==> src/rtl/eit_pkg.sv <==
// ----------------------------------------------------------------------------
// eit_pkg
// Shared types and constants for the event interest table.
// ----------------------------------------------------------------------------
`default_nettype none

package eit_pkg;

  localparam int EIT_ENTRIES     = 16;
  localparam int EIT_ONESHOT_BIT = 30;

  localparam int MODE_W       = 3;
  localparam int SRC_W        = 16;
  localparam int MASK_W       = 32;
  localparam int DATA_W       = 64;
  localparam int WANT_W       = 5;
  localparam int STATUS_W     = 2;
  localparam int MOST_RESULTS = 16;

  localparam int IN_TDATA_W  = 120;
  localparam int OUT_TDATA_W = 112;

  typedef enum logic [MODE_W-1:0] {
    OP_ADD     = 3'd0,
    OP_MODIFY  = 3'd1,
    OP_DELETE  = 3'd2,
    OP_NOTIFY  = 3'd3,
    OP_HARVEST = 3'd4
  } op_t;

  typedef enum logic [STATUS_W-1:0] {
    ST_OK    = 2'd0,
    ST_FAIL  = 2'd1,
    ST_EMPTY = 2'd2
  } status_t;

  typedef enum logic [1:0] {
    S_IDLE,
    S_SCAN,
    S_FINISH
  } state_t;

  typedef struct packed {
    logic    capture;
    logic    step;
    logic    wr_add;
    logic    wr_mod;
    logic    del;
    logic    wr_notify;
    logic    take;
    logic    emit;
    status_t emit_status;
  } eit_cmd_t;

  typedef struct packed {
    logic [MODE_W-1:0] mode;
    logic              full;
    logic              at_end;
    logic              vld;
    logic              match;
    logic              overlap;
    logic              ready_nz;
    logic              want_zero;
    logic              want_hit;
    logic              pend_vld;
    logic              out_free;
  } eit_sts_t;

endpackage

`default_nettype wire

==> src/rtl/event_interest_table.sv <==
// ----------------------------------------------------------------------------
// event_interest_table
// Table of event interest slots with add, modify, delete, notify and
// harvest of ready entries.
//
//   port group   dir   tuser          tdata                               tlast
//   in_*         in    mode[2:0]      source_id, event_mask, user_data,   -
//                                     want_count
//   out_*        out   status[1:0]    ready_source, ready_events,         last
//                                     ready_data
//
// With the output free, a request is accepted, the slots are scanned in turn
// and the final result is presented. The slot scan is bound by the single
// read port of the slot memory. Add, modify and delete stop at the slot they
// act on; harvest stops after want_count reports or at the last slot.
// Harvest holds while an earlier report waits on the output; the final result
// waits for a free output register. Reset clears the valid bits.
// ----------------------------------------------------------------------------
`default_nettype none

module event_interest_table
  import eit_pkg::*;
#(
  parameter int ENTRIES     = EIT_ENTRIES,
  parameter int ONESHOT_BIT = EIT_ONESHOT_BIT
) (
  input  wire logic                   clk,
  input  wire logic                   rst_n,
  input  wire logic                   in_tvalid,
  output logic                        in_tready,
  // source_id[15:0], event_mask[47:16], user_data[111:48], want_count[116:112]
  input  wire logic [IN_TDATA_W-1:0]  in_tdata,
  // mode[2:0]
  input  wire logic [MODE_W-1:0]      in_tuser,
  output logic                        out_tvalid,
  input  wire logic                   out_tready,
  // ready_source[15:0], ready_events[47:16], ready_data[111:48]
  output logic [OUT_TDATA_W-1:0]      out_tdata,
  // status[1:0]
  output logic [STATUS_W-1:0]         out_tuser,
  output logic                        out_tlast
);

  eit_cmd_t          cmd;
  eit_sts_t          sts;
  status_t           out_status;
  logic [SRC_W-1:0]  out_src;
  logic [MASK_W-1:0] out_events;
  logic [DATA_W-1:0] out_data;

  eit_ctrl u_ctrl (
    .clk       (clk),
    .rst_n     (rst_n),
    .in_tvalid (in_tvalid),
    .in_tready (in_tready),
    .sts       (sts),
    .cmd       (cmd)
  );

  eit_dp #(
    .ENTRIES     (ENTRIES),
    .ONESHOT_BIT (ONESHOT_BIT)
  ) u_dp (
    .clk        (clk),
    .rst_n      (rst_n),
    .in_mode    (in_tuser),
    .in_src     (in_tdata[15:0]),
    .in_mask    (in_tdata[47:16]),
    .in_data    (in_tdata[111:48]),
    .in_want    (in_tdata[116:112]),
    .cmd        (cmd),
    .sts        (sts),
    .out_tvalid (out_tvalid),
    .out_tready (out_tready),
    .out_status (out_status),
    .out_src    (out_src),
    .out_events (out_events),
    .out_data   (out_data),
    .out_last   (out_tlast)
  );

  assign out_tdata = {out_data, out_events, out_src};
  assign out_tuser = out_status;

endmodule

`default_nettype wire

==> src/rtl/eit_ctrl.sv <==
// ----------------------------------------------------------------------------
// eit_ctrl
// Sequencer: takes a request, walks the slots one per cycle unless harvest
// stalls on the output, issues datapath commands and emits the final result.
// ----------------------------------------------------------------------------
`default_nettype none

module eit_ctrl
  import eit_pkg::*;
(
  input  wire logic     clk,
  input  wire logic     rst_n,
  input  wire logic     in_tvalid,
  output logic          in_tready,
  input  wire eit_sts_t sts,
  output eit_cmd_t      cmd
);

  state_t  state_r, state_nxt;
  status_t fin_r, fin_nxt;

  logic hit, report, stall;

  assign hit    = sts.vld & sts.match;
  assign report = sts.vld & sts.ready_nz;
  assign stall  = report & sts.pend_vld & ~sts.out_free;

  always_ff @(posedge clk) begin
    if (!rst_n) begin
      state_r <= S_IDLE;
      fin_r   <= ST_OK;
    end else begin
      state_r <= state_nxt;
      fin_r   <= fin_nxt;
    end
  end

  // next state
  always_comb begin
    state_nxt = state_r;
    fin_nxt   = fin_r;
    unique case (state_r)
      S_IDLE: begin
        if (in_tvalid) state_nxt = S_SCAN;
      end
      S_SCAN: begin
        unique case (sts.mode) inside
          OP_ADD: begin
            if (sts.full) begin
              state_nxt = S_FINISH;
              fin_nxt   = ST_FAIL;
            end else if (!sts.vld) begin
              state_nxt = S_FINISH;
              fin_nxt   = ST_OK;
            end else if (sts.at_end) begin
              state_nxt = S_FINISH;
              fin_nxt   = ST_FAIL;
            end
          end
          OP_MODIFY, OP_DELETE: begin
            if (hit) begin
              state_nxt = S_FINISH;
              fin_nxt   = ST_OK;
            end else if (sts.at_end) begin
              state_nxt = S_FINISH;
              fin_nxt   = ST_FAIL;
            end
          end
          OP_NOTIFY: begin
            if (sts.at_end) begin
              state_nxt = S_FINISH;
              fin_nxt   = ST_OK;
            end
          end
          OP_HARVEST: begin
            if (sts.want_zero) begin
              state_nxt = S_FINISH;
              fin_nxt   = ST_FAIL;
            end else if (report) begin
              if (!stall && (sts.want_hit || sts.at_end)) begin
                state_nxt = S_FINISH;
                fin_nxt   = ST_EMPTY;
              end
            end else if (sts.at_end) begin
              state_nxt = S_FINISH;
              fin_nxt   = ST_EMPTY;
            end
          end
          default: begin
            state_nxt = S_FINISH;
            fin_nxt   = ST_FAIL;
          end
        endcase
      end
      S_FINISH: begin
        if (sts.out_free) state_nxt = S_IDLE;
      end
      default: state_nxt = S_IDLE;
    endcase
  end

  // outputs
  always_comb begin
    cmd             = '0;
    cmd.emit_status = fin_r;
    in_tready       = 1'b0;
    unique case (state_r)
      S_IDLE: begin
        in_tready   = 1'b1;
        cmd.capture = in_tvalid;
      end
      S_SCAN: begin
        unique case (sts.mode) inside
          OP_ADD: begin
            if (!sts.full) begin
              if (!sts.vld) cmd.wr_add = 1'b1;
              else if (!sts.at_end) cmd.step = 1'b1;
            end
          end
          OP_MODIFY: begin
            if (hit) cmd.wr_mod = 1'b1;
            else if (!sts.at_end) cmd.step = 1'b1;
          end
          OP_DELETE: begin
            if (hit) cmd.del = 1'b1;
            else if (!sts.at_end) cmd.step = 1'b1;
          end
          OP_NOTIFY: begin
            cmd.wr_notify = hit & sts.overlap;
            cmd.step      = ~sts.at_end;
          end
          OP_HARVEST: begin
            if (!sts.want_zero) begin
              if (report) begin
                if (!stall) begin
                  cmd.take = 1'b1;
                  cmd.step = ~sts.want_hit & ~sts.at_end;
                end
              end else begin
                cmd.step = ~sts.at_end;
              end
            end
          end
          default: cmd.step = 1'b0;
        endcase
      end
      S_FINISH: begin
        cmd.emit = sts.out_free;
      end
      default: in_tready = 1'b0;
    endcase
  end

endmodule

`default_nettype wire

==> src/rtl/eit_dp.sv <==
// ----------------------------------------------------------------------------
// eit_dp
// Slot storage, request operands, scan index, pending report and output
// register.
// ----------------------------------------------------------------------------
`default_nettype none

module eit_dp
  import eit_pkg::*;
#(
  parameter int ENTRIES     = EIT_ENTRIES,
  parameter int ONESHOT_BIT = EIT_ONESHOT_BIT
) (
  input  wire logic              clk,
  input  wire logic              rst_n,
  input  wire logic [MODE_W-1:0] in_mode,
  input  wire logic [SRC_W-1:0]  in_src,
  input  wire logic [MASK_W-1:0] in_mask,
  input  wire logic [DATA_W-1:0] in_data,
  input  wire logic [WANT_W-1:0] in_want,
  input  wire eit_cmd_t          cmd,
  output eit_sts_t               sts,
  output logic                   out_tvalid,
  input  wire logic              out_tready,
  output status_t                out_status,
  output logic [SRC_W-1:0]       out_src,
  output logic [MASK_W-1:0]      out_events,
  output logic [DATA_W-1:0]      out_data,
  output logic                   out_last
);

  localparam int IDX_W = $clog2(ENTRIES);
  localparam int CNT_W = $clog2(ENTRIES + 1);
  localparam logic [IDX_W-1:0] LAST_IDX = IDX_W'(ENTRIES - 1);
  localparam logic [CNT_W-1:0] FULL_CNT = CNT_W'(ENTRIES);
  localparam logic [WANT_W-1:0] WANT_MAX = WANT_W'(MOST_RESULTS);

  // operands
  logic [MODE_W-1:0] mode_r;
  logic [SRC_W-1:0]  src_r;
  logic [MASK_W-1:0] mask_r;
  logic [DATA_W-1:0] data_r;
  logic [WANT_W-1:0] want_r;
  logic [IDX_W-1:0]  idx_r;
  logic [WANT_W-1:0] found_r;

  // slot state
  logic [ENTRIES-1:0] valid_r;
  logic [CNT_W-1:0]   used_r;
  logic [SRC_W-1:0]   src_mem [ENTRIES];
  logic [MASK_W-1:0]  int_mem [ENTRIES];
  logic [MASK_W-1:0]  rdy_mem [ENTRIES];
  logic [DATA_W-1:0]  dat_mem [ENTRIES];

  logic [SRC_W-1:0]  rd_src_r;
  logic [MASK_W-1:0] rd_int_r;
  logic [MASK_W-1:0] rd_rdy_r;
  logic [DATA_W-1:0] rd_dat_r;

  logic              rd_en;
  logic [IDX_W-1:0]  rd_addr;
  logic              int_we, rdy_we;
  logic [MASK_W-1:0] int_wd, rdy_wd;

  // pending report
  logic              pend_vld_r;
  logic [SRC_W-1:0]  pend_src_r;
  logic [MASK_W-1:0] pend_ev_r;
  logic [DATA_W-1:0] pend_dat_r;

  logic out_vld_r;
  logic out_free;
  logic push_take, push_emit;

  assign out_free = ~out_vld_r | out_tready;

  assign rd_en   = cmd.capture | cmd.step;
  assign rd_addr = cmd.capture ? '0 : idx_r + 1'b1;

  always_comb begin
    int_we = 1'b0;
    int_wd = mask_r;
    rdy_we = 1'b0;
    rdy_wd = '0;
    if (cmd.wr_add || cmd.wr_mod) begin
      int_we = 1'b1;
    end
    if (cmd.take && rd_int_r[ONESHOT_BIT]) begin
      int_we = 1'b1;
      int_wd = '0;
    end
    if (cmd.wr_add || cmd.take) begin
      rdy_we = 1'b1;
    end
    if (cmd.wr_notify) begin
      rdy_we = 1'b1;
      rdy_wd = rd_rdy_r | mask_r;
    end
  end

  always_ff @(posedge clk) begin
    if (rd_en) begin
      rd_src_r <= src_mem[rd_addr];
      rd_int_r <= int_mem[rd_addr];
      rd_rdy_r <= rdy_mem[rd_addr];
      rd_dat_r <= dat_mem[rd_addr];
    end
    if (cmd.wr_add) begin
      src_mem[idx_r] <= src_r;
    end
    if (cmd.wr_add || cmd.wr_mod) begin
      dat_mem[idx_r] <= data_r;
    end
    if (int_we) begin
      int_mem[idx_r] <= int_wd;
    end
    if (rdy_we) begin
      rdy_mem[idx_r] <= rdy_wd;
    end
  end

  always_ff @(posedge clk) begin
    if (cmd.capture) begin
      mode_r  <= in_mode;
      src_r   <= in_src;
      mask_r  <= in_mask;
      data_r  <= in_data;
      want_r  <= (in_want > WANT_MAX) ? WANT_MAX : in_want;
      idx_r   <= '0;
      found_r <= '0;
    end else begin
      if (cmd.step) idx_r <= idx_r + 1'b1;
      if (cmd.take) found_r <= found_r + 1'b1;
    end
  end

  always_ff @(posedge clk) begin
    if (!rst_n) begin
      valid_r <= '0;
      used_r  <= '0;
    end else if (cmd.wr_add) begin
      valid_r[idx_r] <= 1'b1;
      used_r         <= used_r + 1'b1;
    end else if (cmd.del) begin
      valid_r[idx_r] <= 1'b0;
      if (used_r != '0) used_r <= used_r - 1'b1;
    end
  end

  assign push_take = cmd.take & pend_vld_r;
  assign push_emit = cmd.emit;

  always_ff @(posedge clk) begin
    if (!rst_n) begin
      pend_vld_r <= 1'b0;
      out_vld_r  <= 1'b0;
    end else begin
      if (cmd.take) pend_vld_r <= 1'b1;
      else if (cmd.emit) pend_vld_r <= 1'b0;
      if (push_take || push_emit) out_vld_r <= 1'b1;
      else if (out_tready) out_vld_r <= 1'b0;
    end
  end

  always_ff @(posedge clk) begin
    if (cmd.take) begin
      pend_src_r <= rd_src_r;
      pend_ev_r  <= rd_rdy_r;
      pend_dat_r <= rd_dat_r;
    end
    if (push_take || (push_emit && pend_vld_r)) begin
      out_status <= ST_OK;
      out_src    <= pend_src_r;
      out_events <= pend_ev_r;
      out_data   <= pend_dat_r;
      out_last   <= push_emit;
    end else if (push_emit) begin
      out_status <= cmd.emit_status;
      out_src    <= '0;
      out_events <= '0;
      out_data   <= '0;
      out_last   <= 1'b1;
    end
  end

  assign out_tvalid = out_vld_r;

  always_comb begin
    sts.mode      = mode_r;
    sts.full      = (used_r == FULL_CNT);
    sts.at_end    = (idx_r == LAST_IDX);
    sts.vld       = valid_r[idx_r];
    sts.match     = (rd_src_r == src_r);
    sts.overlap   = |(rd_int_r & mask_r);
    sts.ready_nz  = |rd_rdy_r;
    sts.want_zero = (want_r == '0);
    sts.want_hit  = ((found_r + 1'b1) == want_r);
    sts.pend_vld  = pend_vld_r;
    sts.out_free  = out_free;
  end

endmodule

`default_nettype wire

==> config.mk <==
export PLATFORM = sky130hd
export DESIGN_NAME = event_interest_table
export DESIGN_NICKNAME = d
export VERILOG_FILES = /design/src/rtl/eit_pkg.sv /design/src/rtl/event_interest_table.sv /design/src/rtl/eit_ctrl.sv /design/src/rtl/eit_dp.sv
export SDC_FILE = /design/constraint.sdc
export NUM_CORES = 2
export LEC_CHECK = 0
export BUFFER_PORTS_ARGS = -buffer_cell sky130_fd_sc_hd__buf_2
export CAP_MARGIN = 25
export CORE_MARGIN = 4
export CORE_UTILIZATION = 24
export DETAILED_ROUTE_END_ITERATION = 8
export PLACE_DENSITY_LB_ADDON = 0.3
export SKIP_LAST_GASP = 1
export SYNTH_ARGS = -nofsm -noshare
export SYNTH_HDL_FRONTEND = slang
export SYNTH_HIERARCHICAL = 1
export SYNTH_SLANG_ARGS = --single-unit
==> constraint.sdc <==
create_clock -name clk -period 19.55 [get_ports clk]
set_clock_uncertainty 0.1 [all_clocks]
set_input_delay 0 -clock clk [delete_from_list [all_inputs] [get_ports clk]]
set_output_delay 0 -clock clk [all_outputs]
set_load 0.02 [all_outputs]
Word level (Yosys, flattened, before mapping). Memory sizes are Yosys's and may differ from the RTL's. A register that Yosys moved wholly into a read port is not among the register bits. Index checks and enable logic that the tools add are counted.

Register bits after elaboration: 383. Latch bits: 0. RAM bits: 2304. Memory bits (read-only): 0. Output and inout bits: 117. Word-level logic and storage cells: 168. Memories: 4.

Memories: u_dp.dat_mem (words 16, width 64, read ports 1, clocked after Yosys merged registers in 1, wr ports 1, line eit_dp.sv:53) `logic [DATA_W-1:0] dat_mem [ENTRIES];`; u_dp.int_mem (words 16, width 32, read ports 1, clocked after Yosys merged registers in 1, wr ports 1, line eit_dp.sv:51) `logic [MASK_W-1:0] int_mem [ENTRIES];`; u_dp.rdy_mem (words 16, width 32, read ports 1, clocked after Yosys merged registers in 1, wr ports 1, line eit_dp.sv:52) `logic [MASK_W-1:0] rdy_mem [ENTRIES];`; u_dp.src_mem (words 16, width 16, read ports 1, clocked after Yosys merged registers in 1, wr ports 1, line eit_dp.sv:50) `logic [SRC_W-1:0] src_mem [ENTRIES];`.

Add/subtract/negate cells: 4. Multiply operators: 0. Divide/modulo/power cells: 0. Magnitude comparators: 3. Equality and inequality tests: 16. Shift-type cells: 0. Muxes and demuxes: 77. Bitwise operators: 18. Reductions and logical operators: 25.

Operators by type and width (number): $mux 32 (4); $mux 64 (2); $mux 16 (4); $reduce_or 32->1 (2); $mux 1 (38); $mux 2 (18); $and 32x32->32 (1); $or 32x32->32 (1); $and 16x16->16 (1); $eq 16x16->1 (1); $not 16->16 (1); $or 16x16->16 (1); $pmux 2 s4 (2); $mux 5 (3); $add 5x1->5 const B (2); $reduce_bool 2->1 (5); $and 1x1->1 (7); $eq 3x2->1 const B (2); $mux 6 (1); $pmux 2 s3 (1); $eq 5x5->1 (1); $eq 5x5->1 const B (1); $gt 5x5->1 const B (1); $logic_not 5->1 (1); other kinds (30) (42).

Longest topological paths before layout.
Depth after elaboration: 15. Mapped depth: 14. Mapped depth without buffers: 11.

Cells and area by module. Netlist, hierarchy kept.

By module, submodules not included: eit_dp (instances 1, cells each 7097, area each 108818.1 um2, sequential area each 84551.1 um2); eit_ctrl (instances 1, cells each 71, area each 513.0 um2, sequential area each 80.1 um2).

Least setup slack after synthesis. No wires, ideal clock.

Path kind: reg2reg. Start: register u_dp.idx_r[0]. End: register u_dp.out_data[0], enable pin. Library setup time: 0.466 ns. Data arrival time: 9.798 ns. Data required time: 18.984 ns. Setup slack: 9.186 ns. Cell stages (with the launch flop): 12. Path through: dfxtp_1 -> buf_2 -> buf_4 -> mux4_2 -> mux4_2 -> clkbuf_2 -> nand2_1 -> o21ai_0 -> nor2_1 -> buf_2 -> a21oi_1 -> inv_1.

RTL lines: start, declared (line eit_dp.sv:44) `logic [IDX_W-1:0] idx_r;`; start signal, assigned (line eit_dp.sv:132) `if (cmd.step) idx_r <= idx_r + 1'b1;`; end signal, assigned (line eit_dp.sv:175) `out_data <= pend_dat_r;`; end, declared (line eit_dp.sv:28) `output logic [DATA_W-1:0] out_data,`.

==> results.txt <==
* Result of the run: complete, no violations
* Largest delay share family, worst path: buffers and inverters
- # clock sinks: 2831
* Max-slew violations: 0
- Final-layout worst hold slack: 149 ps
- Number of gates resized after CTS: 0
* Final period util: 0.354
- Type of the worst min-delay path: input port to register
- The share of synthesized area in the top cell type comes to 0.767.
* Clock slew at reported path FFs: 60 ps
* Seq. cell area: 84600 um^2
- Counting along the longest clock path gives a buffer depth of 4.
* Rows: about 250
- In this run the tool buffered the top-level ports with 240 buffer cells.
- Cell types occupying the most area after synthesis: sky130_fd_sc_hd__edfxtp_1 (77%), sky130_fd_sc_hd__nand2_1 (4.5%), sky130_fd_sc_hd__mux2i_1 (2.7%)
- Horizontal die dimension: ~700 um
- The initial antenna violation count was 19.
- In the final routed layout, each cell accounts on average for 22.5 um.
* Cell occurring most often along the worst timing path: sky130_fd_sc_hd__buf_4
* Post-detailed-route DRC marker count: 0
* Cell type contributing the most total cell area after synthesis: sky130_fd_sc_hd__edfxtp_1
- After routing the design area is 129000 um^2.
* Crit path launch type: register
- Headroom to the max-slew limit came out at 0.148.
- Largest driver fanout on the critical path: 64
* CTS Root Cell: sky130_fd_sc_hd__clkbuf_16
- At the pin with the least slew margin, the transition time is ~1300 ps.
- STA puts the critical path data arrival time at around 7300 ps.
* Reported max-cap violation count: 0
- The via count of the first global-routing pass is 61.7k.
- Number of vias in the routed layout: 62.9k
- Number of top-level pins: 244
- For this run, the top clock speed supported by timing is 145 MHz.
- The cell area that synthesis handed to floorplanning was 109000 um^2.
- Met1 track demand over resource in global routing: 0.171
- The number of nets in the synthesized netlist is 7304.
* Final global-route overflow total: 0
- Entering global routing, the biggest net connects 193 pins.
* Die span in y: 683 um
- After synthesis, the netlist uses 59 different library cells.
* Number of CTS-inserted buffers: 301
* H-Tree Depth: 5
- Most instantiated flip-flop cell in the synthesis netlist: sky130_fd_sc_hd__edfxtp_1
* Share of flip-flops with an asynchronous set or reset after synthesis: 0
- Worst setup EP type: register
- Layout-stage area growth over the synthesis result: 18.4%
* Type of the worst setup path: register to register
- The core region is 453000 um^2.
* RSZ-0062 raised after global routing: false
- The number of setup buffers added after CTS is 0.
- The count of nets left with antenna violations once routing finished came out at 0.
* Post-detail-place hpwl: about 160 mm
* Critical path cell sequence: buf_4 > buf_16 > mux4_2 > mux4_2 > nand2_1 > o21ai_0 > nor2_4 > buf_4 > nand2_2 > and2_1 > buf_4 > nor2_4 > buf_4
* Number of buffer and inverter stages on the critical path: 5
* Yosys reg bits: 2831
- A synthesized cell averages 15.3 um^2.
- Leakage Power: 41.7 nW
- Iter 0 DRT Violations: a little over 5k
- Area occupied by multi-input gates: approximately 23000 um^2
- For this run, global-route usage on met3 was measured as 0.0169.
- In this run the most used layer during global routing was met2.
- For the worst-skew pair, the clock arrives at the later sink with an insertion delay of 920 ps.
- Number of synthesized flops with an enable pin: 2793
- Area of the die: approximately 470000 um^2
- For this design the ratio of total power to cell area is roughly 120 nW/um^2.
* Post-detailed-route via-to-cell ratio: 4.55
* Final net count: 7738
- Summed over all failing endpoints, the final setup total negative slack is 0 ps.
* Number of search-and-repair iterations in the first detailed-routing pass: 8
- Of the synthesized area, sequential elements account for 0.774.
- Global-route usage over all layers: 0.128
- The number of hold-slack violations in the final timing report came to 0.
- Proportion of layout cells with a drive suffix above 1: 0.113
- The worst-case IR drop observed on VDD is 0.000110 V.
* Worst-path cell with the longest stage delay: sky130_fd_sc_hd__dfxtp_4
- After detailed placement, the total cell area comes to roughly 120000 um^2.
- CTS tree: built
* Initial core utilization: 0.241
- Wires add up to 311 mm.
* Slowest stage delay, CP: 900 ps
- Setup-failing EPs final: 0
- Final RePlAce weighted congestion: about 0.74
* Filler cell count: 45.1k
- For met2 alone, demand over resource in global routing was 0.219.
- For the worst setup path, the data required time is 19930 ps.
* Tmin final: just under 7000 ps
- Wire length of the first global-routing pass: 441 mm
* Yosys synthesis warning count: 6
* Gate count of the mapped netlist: just over 7k
-- metrics by stage --
stage,cells,power [mW],worst slack [ps],util
floorplan,7168,9.12,9190,-
global route,13800,16.1,12270,0.286
detailed placement,13000,10.1,12200,0.259
CTS,13800,15.7,12140,0.285
global placement,13000,10.0,12270,0.259
finish,13800,15.5,12630,0.286
-- worst register-to-register path, cell delays in order, from the launching register on --
cell                      delay, ps
sky130_fd_sc_hd__dfxtp_4        900
sky130_fd_sc_hd__buf_4          330
sky130_fd_sc_hd__buf_16         310
sky130_fd_sc_hd__mux4_2         610
sky130_fd_sc_hd__mux4_2         590
sky130_fd_sc_hd__nand2_1        220
sky130_fd_sc_hd__o21ai_0        220
sky130_fd_sc_hd__nor2_4         140
sky130_fd_sc_hd__buf_4          690
sky130_fd_sc_hd__nand2_2        890
sky130_fd_sc_hd__and2_1         400
sky130_fd_sc_hd__buf_4          270
sky130_fd_sc_hd__nor2_4         120
sky130_fd_sc_hd__buf_4          660
-- power breakdown --
part	internal (mW)	switching [mW]
sequential	7.05	0.268
clock	3.14	2.37
combinational	0.817	1.80
-- area by class of cell --
type / instances / share of cell area
inverters: 21 / 0.000648
clock buffers: 358 / 0.0601
flip-flops and latches: 2831 / 0.654
well taps: 5976 / 0.0578
repair buffers: 621 / 0.0387
diodes: 5 / 0.0000967
clock inverters: 184 / 0.0130
multi-input cells: 3826 / 0.176
-- registers in the layout, summed over array words and instances, names as in the netlist, 32 cells and up, named ones only --
name             count
u_dp/src_mem       256
u_dp/out_events     32
u_dp/data_r         64
u_dp/rd_int_r       32
u_dp/int_mem       512
u_dp/pend_dat_r     64
u_dp/mask_r         32
u_dp/dat_mem      1024
u_dp/out_data       64
u_dp/rd_rdy_r       32
u_dp/rdy_mem       512
u_dp/rd_dat_r       64
u_dp/pend_ev_r      32
-- final timing paths --
path,from,cells past startpoint,slack [ps],endpoint
worst max-delay path,u_dp/idx_r[0],13,12630,u_dp/int_mem[15][22]
worst min-delay path,out_tready,4,150,u_dp/out_tvalid
worst max register to register,u_dp/idx_r[0],13,12630,u_dp/int_mem[15][22]
worst min register to register,u_dp/rd_dat_r[6],0,310,u_dp/pend_dat_r[6]
-- Yosys cell counts (9+ instances only) --
master,instances
sky130_fd_sc_hd__a21oi_1,298
sky130_fd_sc_hd__nor2_1,90
sky130_fd_sc_hd__a31oi_1,303
sky130_fd_sc_hd__nand2b_1,9
sky130_fd_sc_hd__nand4_1,12
sky130_fd_sc_hd__and2_1,149
sky130_fd_sc_hd__buf_2,225
sky130_fd_sc_hd__buf_4,28
sky130_fd_sc_hd__xnor2_1,26
sky130_fd_sc_hd__nand3_1,296
sky130_fd_sc_hd__nor2b_1,296
sky130_fd_sc_hd__o21ai_0,9
sky130_fd_sc_hd__o21a_1,54
sky130_fd_sc_hd__inv_1,20
sky130_fd_sc_hd__edfxtp_1,2793
sky130_fd_sc_hd__nand2_1,1317
sky130_fd_sc_hd__a221oi_1,143
sky130_fd_sc_hd__dfxtp_1,38
sky130_fd_sc_hd__a311oi_1,143
sky130_fd_sc_hd__xor2_1,9
sky130_fd_sc_hd__buf_1,10
sky130_fd_sc_hd__buf_6,17
sky130_fd_sc_hd__a22oi_1,16
sky130_fd_sc_hd__nor4_1,12
sky130_fd_sc_hd__clkbuf_1,209
sky130_fd_sc_hd__mux2i_1,294
sky130_fd_sc_hd__a211oi_1,288
-- layer usage --
layer / up-vias / share of wire
li1: 28300 / -
met5: - / 0.000042
met4: 2 / 0.028
met1: 32200 / 0.43
met2: 1916 / 0.49
met3: 483 / 0.052
-- timing repair --
| item | 4_1_cts | 5_1_grt |
|---|---|---|
| endpoints found under the hold margin | 174 | 0 |
| endpoints found under the setup margin | 0 | 0 |
| hold buffers | 248 | 0 |
-- cell usage in the layout (no fill, tap or decap), drive strengths merged, types with 143 or more instances in the layout --
cell type	synthesis	final
a311oi	143	143
dlygate4sd3	0	248
nand3	296	296
a21oi	298	298
buf	280	372
nand2	1317	1317
a31oi	303	303
a221oi	143	143
a211oi	288	288
clkbuf	210	359
and2	150	150
edfxtp	2793	2793
nor2b	296	296
mux2i	294	294
-- logic make-up (layout without fill, tap and decap cells) --
kind of cell	after synthesis	after routing	synth area share
buffers and inverters	511	1184	0.0223
multiplexers	300	300	0.0280
XOR/XNOR	36	36	0.00295
AND/OR/NAND/NOR	2208	2208	0.0912
other	0	5	0
adder cells (fa/ha/maj)	9	9	0.00110
flip-flops	2831	2831	0.774
AO/OA/AOI/OAI	1273	1273	0.0804
No activity file was read; power rests on OpenSTA's default activity.
